[src/hw/rtl/csc_pkg.sv]
// Shared types and constants for the color sort eject sequencer.
package csc_pkg;

	localparam int CFG_IDX_W  = 3;
	localparam int CFG_DATA_W = 16;

	// Configuration register indexes.
	localparam logic [CFG_IDX_W-1:0] REG_POLL_INTERVAL   = 3'd0;
	localparam logic [CFG_IDX_W-1:0] REG_PROXIMITY_MIN   = 3'd1;
	localparam logic [CFG_IDX_W-1:0] REG_RATIO_PERCENT   = 3'd2;
	localparam logic [CFG_IDX_W-1:0] REG_LIFT_STOP_DELAY = 3'd3;
	localparam logic [CFG_IDX_W-1:0] REG_STOP_TIME       = 3'd4;
	localparam logic [CFG_IDX_W-1:0] REG_RESUME_DELAY    = 3'd5;

	// Action codes of an input transaction.
	localparam logic [1:0] ACT_TICK         = 2'd0;
	localparam logic [1:0] ACT_TOGGLE_RUN   = 2'd1;
	localparam logic [1:0] ACT_TOGGLE_COLOR = 2'd2;

	localparam logic [6:0] DRIVE_FULL  = 7'd127;
	localparam logic [6:0] DRIVE_OFF   = 7'd0;
	localparam logic [8:0] HUE_RED_HI  = 9'd30;
	localparam logic [8:0] HUE_BLUE_LO = 9'd150;
	localparam logic [8:0] HUE_BLUE_HI = 9'd230;
	localparam logic [6:0] RATIO_SCALE = 7'd100;

	typedef enum logic [1:0] {
		PH_POLL   = 2'd0,
		PH_WAIT   = 2'd1,
		PH_STOP   = 2'd2,
		PH_SETTLE = 2'd3
	} phase_t;

	typedef struct packed {
		logic [7:0]  poll_interval;
		logic [7:0]  proximity_min;
		logic [6:0]  ratio_percent;
		logic [15:0] lift_stop_delay;
		logic [15:0] stop_time;
		logic [15:0] resume_delay;
	} cfg_t;

	localparam cfg_t CFG_RESET = '{
		poll_interval:   8'd3,
		proximity_min:   8'd75,
		ratio_percent:   7'd30,
		lift_stop_delay: 16'd55,
		stop_time:       16'd300,
		resume_delay:    16'd200
	};

	typedef struct packed {
		logic [6:0] intake_drive;
		logic [6:0] lift_drive;
		logic       sorting_on;
		logic       eject_busy;
	} res_t;

endpackage

[src/hw/rtl/csc_item_if.sv]
// Input channel: one tick with an optical sample, or a button event.
interface csc_item_if #(
	parameter int COLOR_WIDTH = 16
);
	logic                   valid;
	logic                   ready;
	logic [1:0]             action;
	logic [7:0]             proximity;
	logic [8:0]             hue;
	logic [COLOR_WIDTH-1:0] red;
	logic [COLOR_WIDTH-1:0] blue;

	modport source (output valid, action, proximity, hue, red, blue, input ready);
	modport sink (input valid, action, proximity, hue, red, blue, output ready);
endinterface

[src/hw/rtl/csc_result_if.sv]
// Output channel: motor commands and status after each input transaction.
interface csc_result_if;
	logic       valid;
	logic       ready;
	logic [6:0] intake_drive;
	logic [6:0] lift_drive;
	logic       sorting_on;
	logic       eject_busy;

	modport source (output valid, intake_drive, lift_drive, sorting_on, eject_busy, input ready);
	modport sink (input valid, intake_drive, lift_drive, sorting_on, eject_busy, output ready);
endinterface

[src/hw/rtl/csc_classify.sv]
// Sample classifier: proximity gate, hue window and red/blue dominance test.
module csc_classify import csc_pkg::*; #(
	parameter int COLOR_WIDTH = 16
) (
	input  logic [7:0]             proximity,
	input  logic [8:0]             hue,
	input  logic [COLOR_WIDTH-1:0] red,
	input  logic [COLOR_WIDTH-1:0] blue,
	input  logic                   reject_blue,
	input  cfg_t                   cfg,
	output logic                   hit
);
	localparam int PW = COLOR_WIDTH + 7;

	logic                   red_lt_blue;
	logic                   blue_lt_red;
	logic [COLOR_WIDTH-1:0] big;
	logic [COLOR_WIDTH-1:0] little;
	logic [PW-1:0]          little_scaled;
	logic [PW-1:0]          big_scaled;
	logic                   ratio_ok;
	logic                   in_blue_win;
	logic                   in_red_win;
	logic                   rejected;

	assign red_lt_blue = red < blue;
	assign blue_lt_red = blue < red;
	assign big    = blue_lt_red ? red : blue;
	assign little = blue_lt_red ? blue : red;

	// Exact integer form of little/big >= ratio/100.
	assign little_scaled = PW'(little) * PW'(RATIO_SCALE);
	assign big_scaled    = PW'(big) * PW'(cfg.ratio_percent);
	assign ratio_ok      = little_scaled >= big_scaled;

	assign in_blue_win = (hue >= HUE_BLUE_LO) && (hue <= HUE_BLUE_HI);
	assign in_red_win  = hue <= HUE_RED_HI;

	assign rejected = reject_blue ? (in_blue_win || (red_lt_blue && ratio_ok))
	                              : (in_red_win || (blue_lt_red && ratio_ok));

	assign hit = (proximity > cfg.proximity_min) && rejected;
endmodule

[src/hw/rtl/csc_core.sv]
// Sequencer state: run/color flags, poll counter and the timed eject phases.
module csc_core import csc_pkg::*; (
	input  logic       clk,
	input  logic       arst_n,
	input  logic       step,
	input  logic [1:0] action,
	input  logic       hit,
	input  cfg_t       cfg,
	output logic       reject_blue,
	output res_t       res
);
	logic        running_q, running_d;
	logic        reject_blue_q, reject_blue_d;
	phase_t      phase_q, phase_d;
	phase_t      phase_next;
	logic [15:0] timer_q, timer_d;
	logic [15:0] timer_inc;
	logic [15:0] phase_len;
	logic [7:0]  poll_q, poll_d;
	logic [7:0]  poll_inc;

	assign timer_inc = timer_q + 16'd1;
	assign poll_inc  = poll_q + 8'd1;

	always_comb begin
		unique case (phase_q)
			PH_WAIT: begin
				phase_len  = cfg.lift_stop_delay;
				phase_next = PH_STOP;
			end
			PH_STOP: begin
				phase_len  = cfg.stop_time;
				phase_next = PH_SETTLE;
			end
			PH_SETTLE: begin
				phase_len  = cfg.resume_delay;
				phase_next = PH_POLL;
			end
			default: begin
				phase_len  = cfg.resume_delay;
				phase_next = PH_POLL;
			end
		endcase
	end

	always_comb begin
		running_d     = running_q;
		reject_blue_d = reject_blue_q;
		phase_d       = phase_q;
		timer_d       = timer_q;
		poll_d        = poll_q;
		unique case (action)
			ACT_TICK: begin
				if (running_q) begin
					if (phase_q != PH_POLL) begin
						// At most one phase advance per tick.
						if (timer_inc >= phase_len) begin
							timer_d = '0;
							phase_d = phase_next;
							if (phase_next == PH_POLL) begin
								poll_d = '0;
							end
						end else begin
							timer_d = timer_inc;
						end
					end else if (poll_inc >= cfg.poll_interval) begin
						poll_d = '0;
						if (hit) begin
							phase_d = PH_WAIT;
							timer_d = '0;
						end
					end else begin
						poll_d = poll_inc;
					end
				end
			end
			ACT_TOGGLE_RUN: begin
				// Turning sorting off aborts any eject in progress.
				running_d = !running_q;
				phase_d   = PH_POLL;
				timer_d   = '0;
				poll_d    = '0;
			end
			ACT_TOGGLE_COLOR: begin
				reject_blue_d = !reject_blue_q;
			end
			default: begin
			end
		endcase
	end

	always_ff @(posedge clk or negedge arst_n) begin
		if (!arst_n) begin
			running_q     <= 1'b0;
			reject_blue_q <= 1'b1;
			phase_q       <= PH_POLL;
			timer_q       <= '0;
			poll_q        <= '0;
		end else if (step) begin
			running_q     <= running_d;
			reject_blue_q <= reject_blue_d;
			phase_q       <= phase_d;
			timer_q       <= timer_d;
			poll_q        <= poll_d;
		end
	end

	assign reject_blue = reject_blue_q;

	assign res.intake_drive = running_d ? DRIVE_FULL : DRIVE_OFF;
	assign res.lift_drive   = (running_d && (phase_d != PH_STOP)) ? DRIVE_FULL : DRIVE_OFF;
	assign res.sorting_on   = running_d;
	assign res.eject_busy   = phase_d != PH_POLL;
endmodule

[src/hw/rtl/color_sort_eject_sequencer.sv]
// A result passes through the input register and then the result register after its input
// transaction is accepted; result.ready held low can keep it waiting in either register.
// Throughput: one transaction per cycle unless result.ready stalls; classification and the state
// update sit between the input register and the result register, and the state loop closes there.
// Reset (arst_n low, asynchronous): sorting off, blue rejected, polling phase,
// counters cleared, registers at their defaults, both pipeline stages empty.
// Top level of the color sort eject sequencer.
module color_sort_eject_sequencer import csc_pkg::*; #(
	parameter int COLOR_WIDTH = 16
) (
	input  logic                  clk,
	input  logic                  arst_n,
	csc_item_if.sink              item,
	csc_result_if.source          result,
	input  logic                  cfg_we,
	input  logic [CFG_IDX_W-1:0]  cfg_index,
	input  logic [CFG_DATA_W-1:0] cfg_wdata
);
	cfg_t                   cfg_q;
	logic                   item_valid_s1;
	logic [1:0]             action_s1;
	logic [7:0]             proximity_s1;
	logic [8:0]             hue_s1;
	logic [COLOR_WIDTH-1:0] red_s1;
	logic [COLOR_WIDTH-1:0] blue_s1;
	logic                   res_valid_s2;
	res_t                   res_s2;
	res_t                   res_next;
	logic                   reject_blue;
	logic                   hit;
	logic                   adv_s2;
	logic                   fire_s1;
	logic                   take;

	always_ff @(posedge clk or negedge arst_n) begin
		if (!arst_n) begin
			cfg_q <= CFG_RESET;
		end else if (cfg_we) begin
			unique case (cfg_index)
				REG_POLL_INTERVAL:   cfg_q.poll_interval   <= cfg_wdata[7:0];
				REG_PROXIMITY_MIN:   cfg_q.proximity_min   <= cfg_wdata[7:0];
				REG_RATIO_PERCENT:   cfg_q.ratio_percent   <= cfg_wdata[6:0];
				REG_LIFT_STOP_DELAY: cfg_q.lift_stop_delay <= cfg_wdata;
				REG_STOP_TIME:       cfg_q.stop_time       <= cfg_wdata;
				REG_RESUME_DELAY:    cfg_q.resume_delay    <= cfg_wdata;
				default: begin
				end
			endcase
		end
	end

	// The result register frees up when empty or being taken this cycle.
	assign adv_s2     = !res_valid_s2 || result.ready;
	assign fire_s1    = item_valid_s1 && adv_s2;
	assign item.ready = !item_valid_s1 || adv_s2;
	assign take       = item.valid && item.ready;

	always_ff @(posedge clk or negedge arst_n) begin
		if (!arst_n) begin
			item_valid_s1 <= 1'b0;
		end else if (take) begin
			item_valid_s1 <= 1'b1;
		end else if (fire_s1) begin
			item_valid_s1 <= 1'b0;
		end
	end

	always_ff @(posedge clk) begin
		if (take) begin
			action_s1    <= item.action;
			proximity_s1 <= item.proximity;
			hue_s1       <= item.hue;
			red_s1       <= item.red;
			blue_s1      <= item.blue;
		end
	end

	csc_classify #(
		.COLOR_WIDTH (COLOR_WIDTH)
	) u_classify (
		.proximity   (proximity_s1),
		.hue         (hue_s1),
		.red         (red_s1),
		.blue        (blue_s1),
		.reject_blue (reject_blue),
		.cfg         (cfg_q),
		.hit         (hit)
	);

	csc_core u_core (
		.clk         (clk),
		.arst_n      (arst_n),
		.step        (fire_s1),
		.action      (action_s1),
		.hit         (hit),
		.cfg         (cfg_q),
		.reject_blue (reject_blue),
		.res         (res_next)
	);

	always_ff @(posedge clk or negedge arst_n) begin
		if (!arst_n) begin
			res_valid_s2 <= 1'b0;
		end else if (fire_s1) begin
			res_valid_s2 <= 1'b1;
		end else if (result.ready) begin
			res_valid_s2 <= 1'b0;
		end
	end

	always_ff @(posedge clk) begin
		if (fire_s1) begin
			res_s2 <= res_next;
		end
	end

	assign result.valid        = res_valid_s2;
	assign result.intake_drive = res_s2.intake_drive;
	assign result.lift_drive   = res_s2.lift_drive;
	assign result.sorting_on   = res_s2.sorting_on;
	assign result.eject_busy   = res_s2.eject_busy;

	// An eject can only be running while sorting is on.
	a_busy_needs_run: assert property (@(posedge clk) disable iff (!arst_n)
		res_valid_s2 && res_s2.eject_busy |-> res_s2.sorting_on)
		else $error("eject reported busy while sorting is off");

	// With sorting on, the lift only stops inside an eject.
	a_lift_stop_in_eject: assert property (@(posedge clk) disable iff (!arst_n)
		res_valid_s2 && res_s2.sorting_on && (res_s2.lift_drive == DRIVE_OFF)
		|-> res_s2.eject_busy)
		else $error("lift stopped outside an eject sequence");

	// Intake command tracks the sorting flag.
	a_intake_tracks_run: assert property (@(posedge clk) disable iff (!arst_n)
		res_valid_s2 |-> ((res_s2.intake_drive == DRIVE_FULL) == res_s2.sorting_on))
		else $error("intake command disagrees with sorting state");

	// An accepted transaction always lands in the input stage.
	a_accept_fills_s1: assert property (@(posedge clk) disable iff (!arst_n)
		take |=> item_valid_s1)
		else $error("accepted transaction lost before the input stage");
endmodule

[src/flat_wrapper.sv]
// flat-port wrapper written by rule: the top's interface ports become plain ports
module color_sort_eject_sequencer_flat import csc_pkg::*;
#(
	parameter int COLOR_WIDTH = 16
)
  (clk, arst_n, cfg_we, cfg_index, cfg_wdata, item_valid, item_action, item_proximity, item_hue, item_red, item_blue, item_ready, result_valid, result_intake_drive, result_lift_drive, result_sorting_on, result_eject_busy, result_ready);
  csc_item_if #(.COLOR_WIDTH(COLOR_WIDTH)) item_i ();
  csc_result_if result_i ();
  input  logic clk;
  input  logic arst_n;
  input  logic cfg_we;
  input  logic [CFG_IDX_W-1:0] cfg_index;
  input  logic [CFG_DATA_W-1:0] cfg_wdata;
  input wire logic [$bits(item_i.valid)-1:0] item_valid;
  input wire logic [$bits(item_i.action)-1:0] item_action;
  input wire logic [$bits(item_i.proximity)-1:0] item_proximity;
  input wire logic [$bits(item_i.hue)-1:0] item_hue;
  input wire logic [$bits(item_i.red)-1:0] item_red;
  input wire logic [$bits(item_i.blue)-1:0] item_blue;
  output wire logic [$bits(item_i.ready)-1:0] item_ready;
  output wire logic [$bits(result_i.valid)-1:0] result_valid;
  output wire logic [$bits(result_i.intake_drive)-1:0] result_intake_drive;
  output wire logic [$bits(result_i.lift_drive)-1:0] result_lift_drive;
  output wire logic [$bits(result_i.sorting_on)-1:0] result_sorting_on;
  output wire logic [$bits(result_i.eject_busy)-1:0] result_eject_busy;
  input wire logic [$bits(result_i.ready)-1:0] result_ready;
  assign item_i.valid = item_valid;
  assign item_i.action = item_action;
  assign item_i.proximity = item_proximity;
  assign item_i.hue = item_hue;
  assign item_i.red = item_red;
  assign item_i.blue = item_blue;
  assign item_ready = item_i.ready;
  assign result_valid = result_i.valid;
  assign result_intake_drive = result_i.intake_drive;
  assign result_lift_drive = result_i.lift_drive;
  assign result_sorting_on = result_i.sorting_on;
  assign result_eject_busy = result_i.eject_busy;
  assign result_i.ready = result_ready;
  color_sort_eject_sequencer #(.COLOR_WIDTH(COLOR_WIDTH)) u_core (.clk(clk), .arst_n(arst_n), .item(item_i), .result(result_i), .cfg_we(cfg_we), .cfg_index(cfg_index), .cfg_wdata(cfg_wdata));
endmodule
[config.mk]
export PLATFORM = sky130hd
export DESIGN_NAME = color_sort_eject_sequencer_flat
export DESIGN_NICKNAME = d
export VERILOG_FILES = /design/src/hw/rtl/csc_pkg.sv /design/src/hw/rtl/csc_item_if.sv /design/src/hw/rtl/csc_result_if.sv /design/src/hw/rtl/csc_classify.sv /design/src/hw/rtl/csc_core.sv /design/src/hw/rtl/color_sort_eject_sequencer.sv /design/src/flat_wrapper.sv
export SDC_FILE = /design/constraint.sdc
export NUM_CORES = 1
export LEC_CHECK = 0
export BUFFER_PORTS_ARGS = -buffer_cell sky130_fd_sc_hd__buf_2
export CORE_MARGIN = 1
export CORE_UTILIZATION = 40
export DETAILED_ROUTE_END_ITERATION = 10
export PLACE_DENSITY_LB_ADDON = 0.12
export SETUP_SLACK_MARGIN = 0.4
export SLEW_MARGIN = 20
export SYNTH_ARGS = -nofsm -noshare
export SYNTH_HDL_FRONTEND = slang
export SYNTH_HIERARCHICAL = 1
export SYNTH_SLANG_ARGS = --single-unit
[constraint.sdc]
create_clock -name clk -period 8.8 [get_ports clk]
set_input_delay 0 -clock clk [delete_from_list [all_inputs] [get_ports clk]]
set_output_delay 0 -clock clk [all_outputs]
set_load 0.005 [all_outputs]
==> After elaboration in Yosys (flattened, before gate mapping) <==
Index checks and enable logic that the tools add are counted.
{ "word_totals": {"wordCells": 112, "inputBits": 75, "mem_bits_ro": 0, "reg_bits": 168, "mem_bits_rw": 0, "latch_bits": 0, "mem_count": 0, "out_inout_bits": 18} }
{ "op_classes": {"n_addsub": 2, "n_mul": 2, "shifts": 0, "n_eq_ne": 15, "n_lt_le_gt_ge": 9, "reduce_logical": 32, "div": 0, "muxes": 30, "n_bitwise": 0} }
{ "ops": {"columns": ["op", "count"], "rows": [
  ["$mux W16", 7],
  ["$pmux W16 S2", 2],
  ["$mux W8", 5],
  ["$lt A16 B16 Y1", 2],
  ["$ge A23 B23 Y1", 1],
  ["$mul A16 B7 Y23", 1],
  ["$mul A16 B5 Y21 const B", 1],
  ["$add A16 B1 Y16 const B", 1],
  ["$ge A16 B16 Y1", 1],
  ["$pmux W8 S2", 1],
  ["$mux W7", 2],
  ["$reduce_and A2 Y1", 7],
  ["$ne A3 B3 Y1 const B", 4],
  ["$mux W2", 5],
  ["$reduce_and A5 Y1", 2],
  ["$reduce_bool A2 Y1", 5],
  ["$ge A9 B8 Y1 const B", 1],
  ["$le A9 B5 Y1 const B", 1],
  ["$le A9 B8 Y1 const B", 1],
  ["$add A8 B1 Y8 const B", 1],
  ["$ge A8 B8 Y1", 1],
  ["$gt A8 B8 Y1", 1],
  ["$pmux W2 S2", 2],
  ["$logic_and A1 B1 Y1", 7],
  ["11 further kinds", 28]
]} }

==> Logic depth before layout (Yosys ltp) <==
Gate-level depths: netlist of run 1.
{ "depth": {"depth_word": 16, "depth_mapped": 39, "ltp_nobuf": 37} }

==> Modules after synthesis <==
The synthesis of run 1 kept the hierarchy.
{ "modules_own_cells": {"columns": ["module", "area_each_um2", "instances", "seq_area_each_um2", "cells_each"], "rows": [
  ["csc_classify", 6394.9, 1, 0.0, 770],
  ["color_sort_eject_sequencer", 4906.0, 1, 3866.2, 230],
  ["csc_core", 2690.1, 1, 701.9, 332]
]} }

==> Worst setup path after synthesis of run 1 <==
No wires, ideal clock.
{ "synth_path": {"path_kind": "register to register", "start": "reg u_core.blue_s1[1]", "end": "reg u_core.res_s2, in the netlist u_core/result.lift_drive[1] (data pin)", "slack_ns": 0.040, "setup_ns": 0.130, "path_stages_with_launch": 39, "path_buffers": 2, "synth_period_minus_slack_ns": 8.760, "t_arrival_ns": 8.631, "required_ns": 8.670, "path_cell_list": "edfxtp_1 > ha_1 > nor2b_1 > o211ai_1 > a2111o_1 > o211ai_1 > clkbuf_1 > nor2_1 > a21oi_1 > nor2b_1 > fa_1 > inv_1 > fa_1 > inv_1 > fa_1 > inv_1 > fa_1 > inv_1 > [3 not listed] > a41oi_1 > o211ai_1 > a211oi_1 > o41ai_1 > a21oi_1 > xor2_1 > ha_1 > nand4_1 > or2_2 > nor4_1 > o221a_2 > o31ai_1 > a21oi_1 > nand2_1 > a311o_1 > o2bb2ai_1 > a21boi_0 > buf_4"} }
{ "synth_lines": {"columns": ["item", "line_no", "source"], "rows": [
  ["start: declaration", "color_sort_eject_sequencer.sv:25", "logic [COLOR_WIDTH-1:0] blue_s1;"],
  ["start signal: assignment", "color_sort_eject_sequencer.sv:74", "blue_s1 <= item.blue;"],
  ["end signal: assignment", "color_sort_eject_sequencer.sv:113", "res_s2 <= res_next;"],
  ["end: declaration", "color_sort_eject_sequencer.sv:27", "res_t res_s2;"]
]} }

==> Worst setup path in the final report of run 1 <==
{ "layout_path": {"start": "reg u_core.blue_s1[1]", "end": "reg u_core.u_core.timer_q[13]"} }
{ "layout_between": {"elab_chain_cells": 10, "elab_cells_between_ends": 15, "classes_between": "mul: 2; order compare: 3; eq/ne: 1; mux: 3; reduce/logical: 6"} }
{ "layout_lines": {"columns": ["item", "line_no", "source"], "rows": [
  ["$lt A16 B16 Y1", "csc_classify.sv:27", "assign blue_lt_red = blue < red;"],
  ["$mux W16, on equally long branches", "csc_classify.sv:29, csc_classify.sv:28", null],
  ["$mul A16 B5 Y21 or $mul A16 B7 Y23 (tied branches)", "csc_classify.sv:32, csc_classify.sv:33", null],
  ["$ge A23 B23 Y1", "csc_classify.sv:34", "assign ratio_ok = little_scaled >= big_scaled;"],
  ["$logic_and A1 B1 Y1, on equally long branches", "csc_classify.sv:40, csc_classify.sv:39", null],
  ["$logic_or A1 B1 Y1, on equally long branches", "csc_classify.sv:40, csc_classify.sv:39", null],
  ["$mux W1 *", "csc_classify.sv:39", "assign rejected = reject_blue ? (in_blue_win || (red_lt_blue && ratio_ok))"],
  ["$logic_and A1 B1 Y1 *", "csc_classify.sv:42", "assign hit = (proximity > cfg.proximity_min) && rejected;"],
  ["net u_core.hit", "color_sort_eject_sequencer.sv:30", "logic hit;"],
  ["$ne A3 B3 Y1 (no line) *", null, null],
  ["$reduce_and A5 Y1 (no line) *", null, null],
  ["end signal: assignment", "csc_core.sv:103", "timer_q <= timer_d;"],
  ["end: declaration", "csc_core.sv:16", "logic [15:0] timer_q, timer_d;"]
]} }
Mark *: on every way through the listed nets, which the timed path passes. The rest lies on a longest branch.
A chain may end at the register's enable or synchronous reset.

==> metrics.md, run 1 <==
| Metric | Value |
|---|---|
| Maximum vdd ir drop | 274 uV |
| Area of the multi-input gates | 9100 um^2 |
| Commonest non-fill, non-tap cell in the layout | ha_1 |
| Width of the chip | 189 um |
| Core area | 34500 um^2 |
| DRT iter0 DRCs | 511 |
| Chip Height | 189 um |
| CTS max path bufs | 2 |
| Pwr dens | 383 nW/um^2 |
| Slew HR | 24.5% |
| Hpwl dp | 25.8 mm |
| First drt pass iteration count | 5 |
| Final Skew | 9.88 ps |
| CTS H-Tree Depth | 4 |
| Critical Path RT | 9130 ps |
| Ratio of final minimum period to clock period | 97.8% |
| Syn avg cell area | 10.5 um^2 |
| Share of layout cells above drive strength 1 | 29.0% |
| Clk sinks | 168 |
| Post-Synthesis Cells | 1332 |
| CTS buffer count | 17 |
| Vias post-DR | 10.5k |
| Dominant synthesized flop cell | dfrtp_1 |
| Hold WC Path Type | in2async |
| Worst setup SP type | register |
| Register area share after synthesis | 32.7% |
| Top Ports | 93 |
| Antenna Nets Post-Route | 0 |
| Synth Cell Area | 14000 um^2 |
| Initial antenna violation count | 0 |
| Vias/cell | 5.06 |
| Max FO, Critical Path | 6 |
| Dpl ws | -303 ps |
| Port Buf Inserts | 92 |
| Clock transition at path regs | 70 ps |
| Setup violators final | 0 |
| Post-synth EDFFs | 67 |
| GRT Total Usage | 20.1% |
| Commonest non-fill, non-tap cells in the layout | ha_1, inv_1, buf_4, buf_2, nand2_1 |
| CP Capture Type | register |
| CP delay by family, top | compound AO/OA/AOI/OAI gates |
| Area Overhead vs Synth | 26.3% |
| Bufs and invs on worst path | 6 |
| Grt ovf | 0 |
| Yosys reg bits | 168 |
| First-pass GRT wire length | 56.4 mm |
| Die area | 35700 um^2 |
| Clock latency on the worst-skew pair | 430 ps |
| Final Util | 51.3% |
| Post-synth net total | 1655 |
| Largest net degree at the start of global routing | 69 |
| Leakage | 8.35 nW |
| Final Power | 6.77 mW |
| Post-Route WL | 34.2 mm |
| Avg WL per Cell | 16.5 um |
| PnR worst setup slack | 190 ps |
| Max-slew violations | 0 |
| Netlist cell types | 77 |
| Worst reg2reg path endpoint | u_core/u_core/timer_q[13]$_DFFE_PN0P_ |
| Filler Cell Count | 3135 |
| Final Instance Area | 17700 um^2 |
| TritonCTS clock tree | done |
| R2R Setup Slk | 190 ps |
| Storage cell area | 4570 um^2 |
| CP Class | reg2reg |
| Final Hold Fails | 0 |
| Starting density of the core | 40.6% |
| ANT cells | 0 |
| Maxcap violations | 0 |
| Post-Route Setup TNS | 0 ps |
| Slowest CP cell | fa_1 |
| Status | complete, no violations |
| Reg-to-Reg Start | u_core/blue_s1[1]$_DFFE_PP_ |
| Worst path max stage delay | 530 ps |
| Post-synthesis async set-or-reset flop share | 60.1% |
| Worst Max-Slew Pin Slew | 1130 ps |
| Unrepaired setup endpoints after global routing | true |
| Row cnt | 68 |
| Final layout net count | 1925 |
| Synthesis Warnings | 6 |
| Clock period minus worst slack | 8610 ps |
| Placer Congestion | 0.790 |
| Placed cell areas | 15600 um^2 |
| Fmax | 0.116 GHz |
| Remaining DRCs | 0 |
| CTS root buf | clkbuf_16 |
| Arr. time, crit path | 8940 ps |
| Vias in the first global route | 10.8k |
| Stages on worst setup path | 38 |
| R2r worst-path depth | 38 |
[layer usage]
metal	routed length, um	GRT usage (%)	vias up
li1	-	-	5169
met1	17100	28.5	5162
met2	15800	32.5	125
met3	887	2.72	19
met4	357	4.28	0
met5	0	0	-
[worst register-to-register path, delay by kind of cell, from the launching register on]
kind            cells  cell delay [ps]
compound gates     15             2890
fa+ha+maj           7             2800
buf+inv             6              980
flops               1              450
simple gates       10             1410
[cells by family after synthesis]
group	after synthesis	share of synthesized area, %
buffers and inverters	193	5.96
xor gates and xnor gates	50	3.13
DFF	168	32.7
AOI/OAI and AO/OA	228	10.9
muxes	90	7.52
adders and majority gates	248	26.5
and+or+nand+nor	355	13.4
[worst max path at each step]
stage | start | end | slack (ps)
6_report | u_core/blue_s1[1]$_DFFE_PP_ | u_core/u_core/timer_q[13]$_DFFE_PN0P_ | 190
5_1_grt | u_core/blue_s1[1]$_DFFE_PP_ | u_core/u_core/timer_q[7]$_DFFE_PN0P_ | -190
3_3_place_gp | u_core/blue_s1[1]$_DFFE_PP_ | u_core/u_core/timer_q[13]$_DFFE_PN0P_ | -110
2_1_floorplan | u_core/blue_s1[1]$_DFFE_PP_ | u_core/result.lift_drive[1]$_DFFE_PP_ | 450
4_1_cts | u_core/blue_s1[1]$_DFFE_PP_ | u_core/u_core/timer_q[13]$_DFFE_PN0P_ | 280
3_5_place_dp | u_core/blue_s1[1]$_DFFE_PP_ | u_core/result.lift_drive[6]$_DFFE_PP_ | -300
[cells in the mapped netlist (all sizes together) (23+ instances only)]
| cell | number | area, um^2 |
|---|---|---|
| ha | 168 | 2100 |
| inv | 146 | 548 |
| mux2 | 88 | 1030 |
| nand2 | 88 | 330 |
| fa | 80 | 1600 |
| dfrtp | 78 | 1950 |
| nor2b | 70 | 438 |
| edfxtp | 67 | 2010 |
| nor2 | 64 | 257 |
| a21oi | 59 | 295 |
| o21ai | 51 | 255 |
| nand3 | 30 | 150 |
| a21o | 27 | 203 |
| xnor2 | 26 | 228 |
| buf | 25 | 204 |
| nand2b | 25 | 156 |
| xor2 | 24 | 210 |
| dfstp | 23 | 604 |
[metrics by stage]
| step | hold slack [ps] | instances |
|---|---|---|
| 2_1_floorplan | -296 | 1332 |
| 3_3_place_gp | -17.9 | 1939 |
| 3_5_place_dp | -17.6 | 1939 |
| 4_1_cts | 64.7 | 2066 |
| 5_1_grt | 82.3 | 2070 |
| 6_report | 64.5 | 2070 |
[area by class of cell]
| type | count | share of cell area [%] |
|---|---|---|
| Inverter | 147 | 3.12 |
| Multi-Input combinational cell | 972 | 51.5 |
| Timing Repair Buffer | 296 | 12.7 |
| Clock inverter | 14 | 1.10 |
| Clock buffer | 18 | 2.43 |
| Tap cell | 455 | 3.22 |
| Sequential cell | 168 | 25.9 |
[report_power, final]
group	internal, mW	total (mW)	leakage [nW]	switching, mW
Sequential	0.983	1.10	1.86	0.117
Combinational	2.35	4.87	6.19	2.52
Clock	0.478	0.808	0.297	0.329
Total	3.81	6.77	8.35	2.96
[flip-flops by register name (all words and copies together), names as in the netlist]
name and count:
u_core/cfg_q 71, u_core/result.lift_drive 7, u_core/result.valid 1, u_core/result.eject_busy 1, u_core/result.sorting_on 1, u_core/item_valid_s1 1, u_core/u_core/running_q 1, u_core/u_core/reject_blue 1
u_core/u_core/phase_q 2, u_core/hue_s1 9, u_core/u_core/timer_q 16, u_core/action_s1 2, u_core/red_s1 16, u_core/result.intake_drive 7, u_core/blue_s1 16, u_core/proximity_s1 8
u_core/u_core/poll_q 8
[repair_timing]
item,CTS,global route
endpoints found under the setup margin,26,26
setup buffers,21,4
hold buffers,71,0
endpoints found under the hold margin,157,0
gates resized for setup,76,44
pin swaps,74,25
cloned,3,0
Note: power is estimated with default switching activity, not from simulation.
==> inputs of run 2 (changes only) <==
Clock period 8.8 ns to 8 ns, I/O delays scaled along.
==> metrics.md, run 2 (synthesized netlist as in run 1, its figures left out) <==
| Metric | Value |
|---|---|
| Chip Height | 189 um (unchanged) |
| Fmax | 0.118 GHz (was 0.116 GHz) |
| Area Overhead vs Synth | 25.1% (was 26.3%) |
| CP Capture Type | register (unchanged) |
| Post-Route Setup TNS | -10250 ps (was 0 ps) |
| Unrepaired setup endpoints after global routing | true (unchanged) |
| Maximum vdd ir drop | 307 uV (was 274 uV) |
| Leakage | 8.33 nW (was 8.35 nW) |
| Max reg flops | 71 (unchanged) |
| Worst Max-Slew Pin Slew | 1120 ps (was 1130 ps) |
| Crit path top cell by count | fa_1 |
| Max-slew violations | 0 (unchanged) |
| Maxcap violations | 0 (unchanged) |
| Commonest non-fill, non-tap cells in the layout | ha_1, inv_1, buf_4, buf_2, nand2_1 (unchanged) |
| Vias in the first global route | 10.9k (was 10.8k) |
| Placer Congestion | 0.793 (was 0.790) |
| Row cnt | 68 (unchanged) |
| CTS H-Tree Depth | 4 (unchanged) |
| Final Hold Fails | 0 (unchanged) |
| Dpl ws | -689 ps (was -303 ps) |
| Commonest non-fill, non-tap cell in the layout | ha_1 (unchanged) |
| Avg WL per Cell | 16.4 um (was 16.5 um) |
| Grt ovf | 0 (unchanged) |
| Final Instance Area | 17500 um^2 (was 17700 um^2) |
| Pwr dens | 422 nW/um^2 (was 383 nW/um^2) |
| CTS root buf | clkbuf_16 (unchanged) |
| Biggest register | u_core/cfg_q (unchanged) |
| Slew HR | 25.6% (was 24.5%) |
| Max FO, Critical Path | 7 (was 6) |
| Slowest CP cell | fa_1 (unchanged) |
| Remaining DRCs | 0 (unchanged) |
| Width of the chip | 189 um (unchanged) |
| CP Class | reg2reg (unchanged) |
| Vias post-DR | 10.5k (about the same) |
| GRT Total Usage | 20.0% (was 20.1%) |
| DRT iter0 DRCs | 443 (was 511) |
| Initial antenna violation count | 0 (unchanged) |
| Failing checks | negative setup slack |
| Core area | 34500 um^2 (unchanged) |
| Clock period minus worst slack | 8480 ps (was 8610 ps) |
| First-pass GRT wire length | 56.2 mm (was 56.4 mm) |
| Arr. time, crit path | 8660 ps (was 8940 ps) |
| Placed cell areas | 15800 um^2 (was 15600 um^2) |
| Share of layout cells above drive strength 1 | 27.9% (was 29.0%) |
| Antenna Nets Post-Route | 0 (unchanged) |
| Clock transition at path regs | 70 ps (about the same) |
| Filler Cell Count | 3128 (was 3135) |
| Post-Route WL | 34.1 mm (was 34.2 mm) |
| Largest net degree at the start of global routing | 71 (was 69) |
| Clk sinks | 168 (unchanged) |
| Starting density of the core | 40.6% (unchanged) |
| Ratio of final minimum period to clock period | 106% (was 97.8%) |
| Critical Path RT | 8180 ps (was 9130 ps) |
| ANT cells | 0 (unchanged) |
| First drt pass iteration count | 5 (unchanged) |
| Worst setup SP type | register (unchanged) |
| Die area | 35700 um^2 (unchanged) |
| Clock latency on the worst-skew pair | 440 ps (was 430 ps) |
| TritonCTS clock tree | done (unchanged) |
| Hold WC Path Type | in2async (unchanged) |
| CTS buffer count | 17 (unchanged) |
| Final Skew | 9.83 ps (was 9.88 ps) |
| Status | complete, but fails checks (was complete, no violations) |
| Hpwl dp | 26.0 mm (was 25.8 mm) |
| Top Ports | 93 (unchanged) |
| Worst path max stage delay | 560 ps (was 530 ps) |
| CTS max path bufs | 2 (unchanged) |
| Setup violators final | 26 (was 0) |
| PnR worst setup slack | -478 ps (was 190 ps) |
| Final layout net count | 1935 (was 1925) |
| Vias/cell | 5.05 (was 5.06) |
| Port Buf Inserts | 92 (unchanged) |
run 2: path summary, 6_finish.rpt:
path | from | endpoint | slack [ps] | depth (start not counted)
setup / recovery | u_core/blue_s1[1]$_DFFE_PP_ | u_core/result.eject_busy$_DFFE_PP_ | -480 | 35
hold / removal | arst_n | u_core/result.valid$_DFFE_PN0P_ | 50 | 2
setup reg to reg | u_core/blue_s1[1]$_DFFE_PP_ | u_core/result.eject_busy$_DFFE_PP_ | -480 | 35
hold reg to reg | u_core/item_valid_s1$_DFFE_PN0P_ | u_core/result.valid$_DFFE_PN0P_ | 480 | 1
max in group asynchronous | arst_n | u_core/cfg_q[65]$_DFFE_PN0P_ | 6710 | 3
min in group clk | cfg_index[2] | u_core/cfg_q[66]$_DFFE_PN0P_ | 80 | 3
run 2: worst max-delay path: cells and delay by family, from the launching register on:
| kind | cells | cell delay [ps] |
|---|---|---|
| AO/OA/AOI/OAI | 15 | 3080 |
| adder cells (fa/ha/maj) | 7 | 2580 |
| buffers and inverters | 4 | 640 |
| flip-flops | 1 | 430 |
| AND/OR/NAND/NOR | 9 | 1470 |
run 2: what timing repair did:
item | CTS | global route
hold buffers | 71 | 0
gates cloned | 2 | 0
hold endpoints to repair | 155 | 0
endpoints found under the setup margin | 26 | 26
pin swaps | 18 | 14
resized for setup | 27 | 19
buffers inserted | 17 | 7
run 2: area by class of cell:
type	instances	area [um^2]	area share (%)
flip-flops and latches	168	4570	26.1
clock inverters	14	166	0.950
repair buffers	307	2320	13.3
clock buffers	18	429	2.45
well taps	455	569	3.25
multi-input cells	971	8900	50.8
inverters	147	552	3.15
run 2: stage by stage:
| stage | std cells | power (mW) | hold slack (ps) | utilization [%] |
|---|---|---|---|---|
| 4_1_cts | 2073 | 7.38 | 53.4 | 50.5 |
| 3_5_place_dp | 1951 | 6.29 | -14.7 | 45.9 |
| 5_1_grt | 2080 | 8.24 | 97.2 | 50.8 |
| 3_3_place_gp | 1951 | 6.20 | -22.6 | 45.9 |
| 6_report | 2080 | 7.39 | 54.7 | 50.8 |
| 2_1_floorplan | 1332 | 4.75 | -296 | - |
run 2: routing by layer:
layer	up-vias	global-route usage, %	routed length, um
met3	26	2.30	768
met2	136	32.9	16100
met1	5168	28.1	16800
li1	5183	-	-
met4	0	4.75	404
met5	-	0	0
run 2: power by group:
part	total (mW)	internal (mW)	switching [mW]
Clock	0.848	0.469	0.379
Combinational	5.33	2.59	2.75
Sequential	1.21	1.08	0.128
==> inputs of run 3 (changes only) <==
Settings changed: CORE_ASPECT_RATIO set to 1.25.
==> metrics.md, run 3 (synthesized netlist as in run 1, its figures left out) <==
| Metric | Value |
|---|---|
| Gate power share | 74.1% (was 72.2%) |
| Grt ovf | 0 (unchanged) |
| Sw Ratio | 44.8% (was 44.0%) |
| Port Buf Inserts | 92 (unchanged) |
| CTS root buf | clkbuf_16 (unchanged) |
| Clock power share | 10.0% (was 11.5%) |
| R2R Setup Slk | -580 ps (was -480 ps) |
| CP Capture Type | register (unchanged) |
| Worst path max stage delay | 570 ps (was 560 ps) |
| Worst setup SP type | register (unchanged) |
| Area Overhead vs Synth | 25.9% (was 25.1%) |
| CTS H-Tree Depth | 4 (unchanged) |
| Biggest register | u_core/cfg_q (unchanged) |
| Failing checks | negative setup slack (unchanged) |
| Final Skew | 13.2 ps (was 9.83 ps) |
| CP Class | reg2reg (unchanged) |
| Avg WL per Cell | 17.0 um (was 16.4 um) |
| Starting density of the core | 40.6% (about the same) |
| CP delay by family, top | compound AO/OA/AOI/OAI gates (unchanged) |
| Ratio of final minimum period to clock period | 107% (was 106%) |
| PnR worst setup slack | -581 ps (was -478 ps) |
| Max reg flops | 71 (unchanged) |
| Commonest non-fill, non-tap cells in the layout | ha_1, inv_1, buf_4, buf_2, nand2_1 (unchanged) |
| TritonCTS clock tree | done (unchanged) |
| Cells after DPL | 1981 (was 1951) |
| NetSw | 3.38 mW (was 3.26 mW) |
| Maximum vdd ir drop | 278 uV (was 307 uV) |
| Commonest non-fill, non-tap cell in the layout | ha_1 (unchanged) |
| Initial antenna violation count | 0 (unchanged) |
| Hold WC Path Type | in2async (unchanged) |
| CTS max path bufs | 2 (unchanged) |
| DRT iter0 DRCs | 424 (was 443) |
| Setup violators final | 26 (unchanged) |
| Vias in the first global route | 11.1k (was 10.9k) |
| Storage cell area | 4570 um^2 (unchanged) |
| Arr. time, crit path | 8840 ps (was 8660 ps) |
| Filler Cell Count | 3144 (was 3128) |
| Maxcap violations | 0 (unchanged) |
| Reg-to-Reg Start | u_core/blue_s1[1]$_DFFE_PP_ (unchanged) |
| Final Util | 51.2% (was 50.8%) |
| Leakage | 8.37 nW (was 8.33 nW) |
| Clk sinks | 168 (unchanged) |
| Core area | 34400 um^2 (was 34500 um^2) |
| Clock transition at path regs | 70 ps (about the same) |
| First-pass GRT wire length | 57.6 mm (was 56.2 mm) |
| Chip Height | 211 um (was 189 um) |
| Final Power | 7.55 mW (was 7.39 mW) |
| Vias/cell | 5.03 (was 5.05) |
| Critical Path RT | 8260 ps (was 8180 ps) |
| Width of the chip | 169 um (was 189 um) |
| Worst Max-Slew Pin Slew | 852 ps (was 1120 ps) |
| Area of the multi-input gates | 8940 um^2 (was 8900 um^2) |
| Internal power | 4.17 mW (was 4.14 mW) |
| Hpwl dp | 28.0 mm (was 26.0 mm) |
| ANT cells | 0 (unchanged) |
| Post-Route Setup TNS | -12340 ps (was -10250 ps) |
| Clock period minus worst slack | 8580 ps (was 8480 ps) |
| Bufs and invs on worst path | 2 (was 4) |
| Placer Congestion | 0.834 (was 0.793) |
| Final Hold Fails | 0 (unchanged) |
| Vias post-DR | 10.6k (was 10.5k) |
| Sequential share of power | 16.0% (was 16.4%) |
| Fmax | 0.117 GHz (was 0.118 GHz) |
| Final layout net count | 1944 (was 1935) |
| Status | complete, but fails checks (unchanged) |
| Unrepaired setup endpoints after global routing | true (unchanged) |
| First drt pass iteration count | 5 (unchanged) |
| GRT Total Usage | 21.0% (was 20.0%) |
| Clock latency on the worst-skew pair | 440 ps (about the same) |
| Slowest CP cell | fa_1 (unchanged) |
| Pwr dens | 428 nW/um^2 (was 422 nW/um^2) |
| Max-slew violations | 0 (unchanged) |
| Dpl ws | -975 ps (was -689 ps) |
| Largest net degree at the start of global routing | 77 (was 71) |
| Row cnt | 76 (was 68) |
| Post-route insts no fill | 2102 (was 2080) |
| Share of layout cells above drive strength 1 | 28.2% (was 27.9%) |
| Antenna Nets Post-Route | 0 (unchanged) |
| Remaining DRCs | 0 (unchanged) |
| Top Ports | 93 (unchanged) |
| Crit path top cell by count | fa_1 (unchanged) |
| CP startpoint | u_core/blue_s1[1]$_DFFE_PP_ (unchanged) |
| Die area | 35700 um^2 (about the same) |
| Max FO, Critical Path | 7 (unchanged) |
| CTS buffer count | 17 (unchanged) |
| Post-Route WL | 35.7 mm (was 34.1 mm) |
| Slew HR | 43.2% (was 25.6%) |
-- run 3: area by class of cell --
cell class | instances | share of cell area, %
multi-input cells | 971 | 50.8
clock buffers | 20 | 2.48
clock inverters | 12 | 0.519
repair buffers | 316 | 13.9
well taps | 468 | 3.32
inverters | 147 | 3.13
flip-flops and latches | 168 | 25.9
-- run 3: repair_timing --
action / CTS / global route
gates resized for setup: 22 / 26
hold buffers: 71 / 0
setup endpoints to repair: 26 / 26
pin swaps: 9 / 10
setup buffers: 12 / 3
cloned: 2 / 0
hold endpoints to repair: 149 / 0
-- run 3: final timing paths --
| check | endpoint | cells past startpoint |
|---|---|---|
| hold / removal | u_core/u_core/poll_q[5]$_DFFE_PN0P_ | 2 |
| min in group clk | u_core/cfg_q[70]$_DFFE_PN0P_ | 3 |
| setup reg to reg | u_core/result.lift_drive[2]$_DFFE_PP_ | 34 |
| max in group asynchronous | u_core/u_core/reject_blue$_DFFE_PN1P_ | 4 |
| setup / recovery | u_core/result.lift_drive[2]$_DFFE_PP_ | 34 |
| hold reg to reg | u_core/result.valid$_DFFE_PN0P_ | 1 |
-- run 3: stage by stage --
step           area, um^2  hold WS, ps
2_1_floorplan       14200         -296
3_3_place_gp        16000        -50.3
3_5_place_dp        16000        -52.3
4_1_cts             17400         9.01
5_1_grt             17600         38.4
6_report            17600         24.8
-- run 3: per-layer routing --
metal	track usage (%)	up-vias	routed length [um]
li1	-	5199	-
met4	10.4	0	1640
met5	0	-	0
met3	2.19	61	615
met1	23.4	5151	14300
met2	39.3	152	19100
-- run 3: power by group through the flow --
stage / registers, mW / logic [mW] / clock network [mW]
after global routing: 1.23 / 6.29 / 0.801
final: 1.21 / 5.59 / 0.752
after CTS: 1.21 / 5.52 / 0.774
after global placement: 1.22 / 5.16 / 0
after floorplan: 1.17 / 3.58 / 0
after detailed placement: 1.22 / 5.23 / 0
